[config.mk]
export PLATFORM = sky130hd
export DESIGN_NAME = blit_rectangle_clipper
export DESIGN_NICKNAME = d
export VERILOG_FILES = /design/src/rtl/blclip_pkg.sv /design/src/rtl/blclip_ctl.sv /design/src/rtl/blclip_axis.sv /design/src/rtl/blit_rectangle_clipper.sv
export SDC_FILE = /design/constraint.sdc
export NUM_CORES = 1
export LEC_CHECK = 0
export ABC_CLOCK_PERIOD_IN_PS = 9620
export BUFFER_PORTS_ARGS = -buffer_cell sky130_fd_sc_hd__buf_4
export CORE_MARGIN = 2
export CORE_UTILIZATION = 35
export CTS_BUF_LIST = sky130_fd_sc_hd__clkbuf_2
export CTS_CLUSTER_DIAMETER = 100
export DETAILED_ROUTE_END_ITERATION = 8
export HOLD_SLACK_MARGIN = 0.06
export PLACE_DENSITY_LB_ADDON = 0.15
export SLEW_MARGIN = 30
export SYNTH_ARGS = -nofsm -noshare
export SYNTH_HDL_FRONTEND = slang
export SYNTH_SLANG_ARGS = --single-unit
[constraint.sdc]
create_clock -name i_clk -period 9.62 [get_ports i_clk]
set_input_delay 0.962 -clock i_clk [delete_from_list [all_inputs] [get_ports i_clk]]
set_output_delay 0.962 -clock i_clk [all_outputs]
set_load 0.03 [all_outputs]
[src/rtl/blclip_pkg.sv]
`default_nettype none
package blclip_pkg;

    localparam int SIZE_BITS       = 14;
    localparam int MODE_BITS       = 4;
    localparam int CFG_IDX_BITS    = 1;
    localparam int COORD_BITS_DEF  = 16;

    localparam logic [SIZE_BITS-1:0] DST_WIDTH_RST  = 14'd1024;
    localparam logic [SIZE_BITS-1:0] DST_HEIGHT_RST = 14'd768;

    localparam logic [CFG_IDX_BITS-1:0] REG_DST_WIDTH  = 1'b0;
    localparam logic [CFG_IDX_BITS-1:0] REG_DST_HEIGHT = 1'b1;

    typedef struct packed {
        logic en1;
        logic en2;
        logic en3;
    } t_pipe_en;

endpackage
`default_nettype wire

[src/rtl/blclip_ctl.sv]
`default_nettype none
module blclip_ctl (
    input  wire                 i_clk,
    input  wire                 i_rst_n,
    input  wire                 i_in_valid,
    output logic                o_in_ready,
    output logic                o_out_valid,
    input  wire                 i_out_ready,
    output blclip_pkg::t_pipe_en o_en
);

    logic r_v1, r_v2, r_v3;
    logic rdy1, rdy2, rdy3;

    assign rdy3 = !r_v3 || i_out_ready;
    assign rdy2 = !r_v2 || rdy3;
    assign rdy1 = !r_v1 || rdy2;

    assign o_en.en1   = rdy1;
    assign o_en.en2   = rdy2;
    assign o_en.en3   = rdy3;
    assign o_in_ready  = rdy1;
    assign o_out_valid = r_v3;

    always_ff @(posedge i_clk) begin
        if (!i_rst_n) begin
            r_v1 <= 1'b0;
            r_v2 <= 1'b0;
            r_v3 <= 1'b0;
        end else begin
            if (rdy1) r_v1 <= i_in_valid;
            if (rdy2) r_v2 <= r_v1;
            if (rdy3) r_v3 <= r_v2;
        end
    end

endmodule
`default_nettype wire

[src/rtl/blclip_axis.sv]
`default_nettype none
module blclip_axis #(
    parameter int COORD_BITS = blclip_pkg::COORD_BITS_DEF
) (
    input  wire                                  i_clk,
    input  wire  blclip_pkg::t_pipe_en           i_en,
    input  wire                                  i_area,
    input  wire  [blclip_pkg::SIZE_BITS-1:0]     i_size,
    input  wire  [blclip_pkg::SIZE_BITS-1:0]     i_dst,
    input  wire  signed [COORD_BITS-1:0]         i_org,
    input  wire  signed [COORD_BITS-1:0]         i_len,
    input  wire  signed [COORD_BITS-1:0]         i_pt,
    output logic                                 o_ok,
    output logic [blclip_pkg::SIZE_BITS-1:0]     o_org,
    output logic [blclip_pkg::SIZE_BITS-1:0]     o_len,
    output logic [blclip_pkg::SIZE_BITS-1:0]     o_pt
);

    localparam int SB = blclip_pkg::SIZE_BITS;
    localparam int AW = ((COORD_BITS > SB + 1) ? COORD_BITS : SB + 1) + 3;

    logic signed [AW-1:0] sw_in, dw_e, o0, w0, d0;
    logic                 rej1;
    logic signed [AW-1:0] n_o1, n_w1, n_d1;

    logic                 r1_ok, r1_area;
    logic [SB-1:0]        r1_sw;
    logic signed [AW-1:0] r1_o, r1_w, r1_d;

    logic signed [AW-1:0] wa, n_o2, n_w2, n_d2;

    logic                 r2_ok, r2_area;
    logic [SB-1:0]        r2_sw;
    logic signed [AW-1:0] r2_o, r2_w, r2_d;

    logic signed [AW-1:0] sw2, n_w3;

    logic                 r3_ok;
    logic [SB-1:0]        r3_o, r3_w, r3_d;

    assign dw_e  = $signed({{(AW-SB){1'b0}}, i_dst});
    assign sw_in = $signed({{(AW-SB){1'b0}}, i_size});

    // stage 1: pick rectangle, reject tests, clip destination left/top
    always_comb begin
        o0 = i_area ? AW'(i_org) : '0;
        w0 = i_area ? AW'(i_len) : sw_in;
        d0 = AW'(i_pt);
        rej1 = (i_area && (o0 >= sw_in)) || (d0 > dw_e) || (d0 + w0 <= 0);
        if (d0 < 0) begin
            n_o1 = o0 - d0;
            n_w1 = w0 + d0;
            n_d1 = '0;
        end else begin
            n_o1 = o0;
            n_w1 = w0;
            n_d1 = d0;
        end
    end

    always_ff @(posedge i_clk) begin
        if (i_en.en1) begin
            r1_ok   <= !rej1;
            r1_area <= i_area;
            r1_sw   <= i_size;
            r1_o    <= n_o1;
            r1_w    <= n_w1;
            r1_d    <= n_d1;
        end
    end

    // stage 2: trim right/bottom, then clip negative source origin
    always_comb begin
        wa  = (r1_d + r1_w > dw_e) ? dw_e - r1_d : r1_w;
        if (r1_area && (r1_o < 0)) begin
            n_w2 = wa + r1_o;
            n_d2 = r1_d - r1_o;
            n_o2 = '0;
        end else begin
            n_w2 = wa;
            n_d2 = r1_d;
            n_o2 = r1_o;
        end
    end

    always_ff @(posedge i_clk) begin
        if (i_en.en2) begin
            r2_ok   <= r1_ok;
            r2_area <= r1_area;
            r2_sw   <= r1_sw;
            r2_o    <= n_o2;
            r2_w    <= n_w2;
            r2_d    <= n_d2;
        end
    end

    // stage 3: trim source overshoot, empty test
    always_comb begin
        sw2  = $signed({{(AW-SB){1'b0}}, r2_sw});
        n_w3 = (r2_area && (r2_o + r2_w - sw2 > 0)) ? sw2 - r2_o : r2_w;
    end

    always_ff @(posedge i_clk) begin
        if (i_en.en3) begin
            r3_ok <= r2_ok && (n_w3 > 0);
            r3_o  <= r2_o[SB-1:0];
            r3_w  <= n_w3[SB-1:0];
            r3_d  <= r2_d[SB-1:0];
        end
    end

    assign o_ok  = r3_ok;
    assign o_org = r3_o;
    assign o_len = r3_w;
    assign o_pt  = r3_d;

endmodule
`default_nettype wire

[src/rtl/blit_rectangle_clipper.sv]
// Blit rectangle clipper.
// Input channel: i_in_valid / o_in_ready carry one blit request item
// (source size, optional source rectangle, destination point, mode).
// Output channel: o_out_valid / i_out_ready carry one result item per
// request: o_blit_valid, the clipped source rectangle, the clipped
// destination point and the mode. A rejected request gives
// o_blit_valid = 0 with all geometry fields 0.
// Config: i_cfg_we writes i_cfg_data to register i_cfg_idx
// (0 = destination width, 1 = destination height); write only when idle.
// Pipeline: each request passes through the three register stages of the
// per-axis clip pipeline (x and y run in parallel); o_out_valid is the
// valid bit of the last stage.
// Throughput: one item per cycle while i_out_ready does not stall the output.
// Reset (synchronous, active low) empties the pipeline and loads the
// destination size 1024 x 768.
// Stall: while i_out_ready is low the result holds; items keep entering
// until every stage is full, then o_in_ready drops. Nothing is lost.
`default_nettype none
module blit_rectangle_clipper #(
    parameter int COORD_BITS = blclip_pkg::COORD_BITS_DEF
) (
    input  wire                                   i_clk,
    input  wire                                   i_rst_n,
    input  wire                                   i_cfg_we,
    input  wire  [blclip_pkg::CFG_IDX_BITS-1:0]   i_cfg_idx,
    input  wire  [blclip_pkg::SIZE_BITS-1:0]      i_cfg_data,
    input  wire                                   i_in_valid,
    output logic                                  o_in_ready,
    input  wire  [blclip_pkg::SIZE_BITS-1:0]      i_src_width,
    input  wire  [blclip_pkg::SIZE_BITS-1:0]      i_src_height,
    input  wire                                   i_has_area,
    input  wire  signed [COORD_BITS-1:0]          i_area_x,
    input  wire  signed [COORD_BITS-1:0]          i_area_y,
    input  wire  signed [COORD_BITS-1:0]          i_area_w,
    input  wire  signed [COORD_BITS-1:0]          i_area_h,
    input  wire  signed [COORD_BITS-1:0]          i_dest_x,
    input  wire  signed [COORD_BITS-1:0]          i_dest_y,
    input  wire  [blclip_pkg::MODE_BITS-1:0]      i_blit_mode,
    output logic                                  o_out_valid,
    input  wire                                   i_out_ready,
    output logic                                  o_blit_valid,
    output logic [blclip_pkg::SIZE_BITS-1:0]      o_clip_src_x,
    output logic [blclip_pkg::SIZE_BITS-1:0]      o_clip_src_y,
    output logic [blclip_pkg::SIZE_BITS-1:0]      o_clip_w,
    output logic [blclip_pkg::SIZE_BITS-1:0]      o_clip_h,
    output logic [blclip_pkg::SIZE_BITS-1:0]      o_clip_dest_x,
    output logic [blclip_pkg::SIZE_BITS-1:0]      o_clip_dest_y,
    output logic [blclip_pkg::MODE_BITS-1:0]      o_mode_out
);

    localparam int SB = blclip_pkg::SIZE_BITS;
    localparam int MB = blclip_pkg::MODE_BITS;

    logic [SB-1:0] r_dst_width, r_dst_height;
    logic [MB-1:0] r_mode1, r_mode2, r_mode3;

    blclip_pkg::t_pipe_en w_en;

    logic          ok_x, ok_y, ok;
    logic [SB-1:0] x_org, x_len, x_pt, y_org, y_len, y_pt;

    always_ff @(posedge i_clk) begin
        if (!i_rst_n) begin
            r_dst_width  <= blclip_pkg::DST_WIDTH_RST;
            r_dst_height <= blclip_pkg::DST_HEIGHT_RST;
        end else if (i_cfg_we) begin
            unique case (i_cfg_idx)
                blclip_pkg::REG_DST_WIDTH:  r_dst_width  <= i_cfg_data;
                blclip_pkg::REG_DST_HEIGHT: r_dst_height <= i_cfg_data;
                default: ;
            endcase
        end
    end

    blclip_ctl u_ctl (
        .i_clk       (i_clk),
        .i_rst_n     (i_rst_n),
        .i_in_valid  (i_in_valid),
        .o_in_ready  (o_in_ready),
        .o_out_valid (o_out_valid),
        .i_out_ready (i_out_ready),
        .o_en        (w_en)
    );

    blclip_axis #(.COORD_BITS(COORD_BITS)) u_axis_x (
        .i_clk  (i_clk),
        .i_en   (w_en),
        .i_area (i_has_area),
        .i_size (i_src_width),
        .i_dst  (r_dst_width),
        .i_org  (i_area_x),
        .i_len  (i_area_w),
        .i_pt   (i_dest_x),
        .o_ok   (ok_x),
        .o_org  (x_org),
        .o_len  (x_len),
        .o_pt   (x_pt)
    );

    blclip_axis #(.COORD_BITS(COORD_BITS)) u_axis_y (
        .i_clk  (i_clk),
        .i_en   (w_en),
        .i_area (i_has_area),
        .i_size (i_src_height),
        .i_dst  (r_dst_height),
        .i_org  (i_area_y),
        .i_len  (i_area_h),
        .i_pt   (i_dest_y),
        .o_ok   (ok_y),
        .o_org  (y_org),
        .o_len  (y_len),
        .o_pt   (y_pt)
    );

    always_ff @(posedge i_clk) begin
        if (w_en.en1) r_mode1 <= i_blit_mode;
        if (w_en.en2) r_mode2 <= r_mode1;
        if (w_en.en3) r_mode3 <= r_mode2;
    end

    assign ok            = ok_x && ok_y;
    assign o_blit_valid  = ok;
    assign o_clip_src_x  = ok ? x_org : '0;
    assign o_clip_src_y  = ok ? y_org : '0;
    assign o_clip_w      = ok ? x_len : '0;
    assign o_clip_h      = ok ? y_len : '0;
    assign o_clip_dest_x = ok ? x_pt  : '0;
    assign o_clip_dest_y = ok ? y_pt  : '0;
    assign o_mode_out    = r_mode3;

`ifndef SYNTHESIS
    a_reset_empty: assert property (@(posedge i_clk) !i_rst_n |=> !o_out_valid)
        else $error("result valid right after reset");

    a_stall_only_full: assert property (@(posedge i_clk) disable iff (!i_rst_n)
        !o_in_ready |-> (o_out_valid && !i_out_ready))
        else $error("input stalled without an output stall");

    a_valid_nonempty: assert property (@(posedge i_clk) disable iff (!i_rst_n)
        (o_out_valid && o_blit_valid) |-> (o_clip_w != '0 && o_clip_h != '0))
        else $error("valid blit with empty size");
`endif

endmodule
`default_nettype wire
==> qor.txt <==
Die W: 303.1 um
Routed Antenna Nets: 0
Tcrit/Tclk final: 81.94%
Max Cap Viol: 0
DR pass1 iterations: 5
CTS max path bufs: 3
Post-placement cell area: 34420 um2
# DRC: 0
Endpoints failing hold: 0
Slew margin rel.: 37.85%
Area Overhead vs Synth: 15.57%
Final setup TNS: 0 ns
Fin. max-slew vios: 0
CTS Buf Count: 111
Starting Density: 35.37%
I/O Buffers: 239
Critical-path top delay cell: o22ai_4
Worst r2r src: u_axis_x.r1_d[0]$_SDFFCE_PP0P_
Reg2Reg Setup Slack: 1.74 ns
Synthesized area: 31300 um2
CP delay by family, top: compound AO/OA/AOI/OAI gates
Asr flop ratio synth: 0%
Largest stage delay, worst path: 0.58 ns
H-tree levels: 3
Global route total overflow: 0
Max Clk Rate: 126.9 MHz
EDFF count, synth: 372
Design Area, Final: 36180 um2
Syn_area_per_cell: 9.524 um2
Max VDD drop: 0.0001089 V
Worst Setup SP: u_axis_x.r1_d[0]$_SDFFCE_PP0P_
First-pass GRT wire length: 144.9 mm
Power Dens Cells: 215.4 nW/um2
Yosys warnings: 0
Ratio of cells with drive above 1 in the final layout: 14.92%
Crit. End Element: flip-flop
GRT Util Overall: 20.82%
Clk Latency, worst-skew pair: 1.23 ns
Yosys cell types: 88
Kind of critical path: flip-flop to flip-flop
I/O pin cnt: 240
WL/cell: 19.82 um
Final RePlAce weighted congestion: 0.9038
Post-synthesis register bit count: 403
Hold crit path type: input pin to flip-flop
Post-CTS setup buffer count: 0
Worst setup SP type: flip-flop
Clk sinks: 403
Status: finished clean
Placed wire-length estimate: 77.82 mm
Startpoint of the worst hold path: i_dest_x[3]
Std-Cell Rows: 109
Req. time, crit path: 10.51 ns
Routed wire length: 97.05 mm
Clk root buf: clkbuf_2
Core Area: 88510 um2
Die area: 91850 um2
Die height: 303.1 um
RSZ-0062 raised after global routing: false
PostCTS Resize Cnt: 0
FILL cells: 8868
Sequential fraction of the synthesis area: 37.67%
Number of global-route vias before repair: 24400
CP Buf/Inv Count: 0
DRT iter0 DRCs: 1719
Post-Syn Instances: 3287
Post-CTS Hold Fix Bufs: 75
Largest net degree at the start of global routing: 86
Final setup viols: 0
Vias per std cell: 5.179
CTS clock-pin slew for the worst setup and hold paths: 0.08 ns
Vias post-DR: 25360
Final Skew: 0.1124 ns
Leakage: 0.01627 uW
Final nets: 4193
Worst Max-Slew Pin Slew: 0.9323 ns
Tmin final: 7.883 ns
WP data arrival: 8.77 ns
CTS tree: yes
Initial antenna violation count: 9
Ys flop type: edfxtp_1
CP max FO: 19
==> path summary, 6_finish.rpt <==
check,depth (start not counted),end
setup / recovery,30,u_axis_x.r2_w[18]$_DFFE_PP_
hold / removal,3,u_axis_x.r1_d[3]$_SDFFCE_PP0P_
setup reg to reg,30,u_axis_x.r2_w[18]$_DFFE_PP_
hold reg to reg,0,u_axis_x.r2_sw[4]$_DFFE_PP_
==> registers in the layout, indices dropped and copies added, names as in the netlist, 19 cells and up <==
register	flops
u_axis_y.r1_o	19
u_axis_y.r2_w	19
u_axis_y.r2_o	19
u_axis_x.r1_o	19
u_axis_x.r2_o	19
u_axis_x.r1_w	19
u_axis_x.r2_w	19
u_axis_y.r1_w	19
==> layout by cell type (no fill, tap or decap), drive strengths merged, types with 12 or more instances in the layout <==
cell type / netlist / final
o21a: 43 / 43
a21o: 69 / 69
ha: 368 / 368
a211oi: 26 / 26
or3: 22 / 22
clkbuf: 65 / 157
xor2: 53 / 53
nor4: 20 / 20
clkinv: 1 / 21
nand2: 250 / 250
inv: 307 / 310
o31ai: 25 / 25
buf: 10 / 257
fa: 18 / 18
edfxtp: 372 / 372
dfxtp: 31 / 31
nand4: 21 / 21
xnor2: 142 / 142
o2111ai: 12 / 12
and3: 115 / 115
o21ai: 189 / 189
a21oi: 205 / 205
nand3: 50 / 50
mux2: 87 / 87
o211ai: 23 / 23
or4: 13 / 13
nor3: 75 / 75
mux2i: 17 / 17
nor2b: 55 / 55
and2: 55 / 55
nand2b: 50 / 50
o21bai: 22 / 22
dlygate4sd3: 0 / 75
nor2: 260 / 260
a31oi: 30 / 30
a21boi: 53 / 53
==> cell usage after synthesis, drive strengths merged (69+ instances only) <==
library cell    n  area [um2]
ha            368        4604
a21oi         205        1026
nor2          260       975.9
and3          115       719.4
a21o           69       518.0
edfxtp        372       11170
xnor2         142        1244
inv           307        1152
o21ai         189       949.7
nand2         250       938.4
mux2           87       994.7
nor3           75       375.4
==> stage by stage <==
step | total power [uW] | hold WS, ns | utilization, % | worst slack (ns) | std cells
2_1_floorplan | 5482 | 0.4003 | - | 2.842 | 3288
3_3_place_gp | 6550 | 0.4003 | 38.88 | 2.035 | 4634
3_5_place_dp | 6538 | 0.4045 | 38.89 | 1.833 | 4634
4_1_cts | 7856 | 0.06289 | 40.82 | 1.793 | 4890
5_1_grt | 8446 | 0.1121 | 40.87 | 1.186 | 4897
6_report | 7794 | 0.2198 | 40.87 | 1.737 | 4897
==> worst min-delay path: cells and delay by family <==
kind | cells | cell delay, ns
buf+inv | 2 | 0.19
simple gates | 1 | 0.11
==> power by group <==
group	total (uW)	leakage, uW	switching, uW	internal (uW)
sequential	2540	0.00434	252	2290
clock	1230	0.000739	755	477
combinational	4020	0.0112	2260	1760
total	7790	0.0163	3260	4530
==> logic make-up (layout without fill, tap and decap cells) <==
family | after synthesis | in the layout | share of synthesized area [%]
compound gates | 791 | 791 | 16.50
xor+xnor | 195 | 195 | 5.456
fa+ha+maj | 386 | 386 | 15.86
buf+inv | 383 | 821 | 4.648
flops | 403 | 403 | 37.67
mux | 104 | 104 | 3.721
other cells | 1 | 8 | 0.01198
simple gates | 1024 | 1024 | 16.13
==> metal layers <==
layer | GRT usage, % | part of all wire, % | up-vias
met1 | 30.79 | 50 | 11950
met4 | 5.255 | 1.8 | 0
met2 | 31.65 | 43 | 575
met3 | 3.093 | 4.9 | 96
met5 | 0 | 0 | -
li1 | - | - | 12740
==> final cells by class <==
cell class,count,area [um2],area share (%)
Clock buffer,157,785.8,2.172
Timing Repair Buffer,332,2704,7.474
Clock inverter,24,172.7,0.4773
Sequential cell,403,11790,32.59
Tap cell,1165,1458,4.029
Inverter,308,1159,3.203
Antenna cell,6,15.01,0.04150
Multi-Input combinational cell,2502,18090,50.01
(Power assumes the default switching activity.)
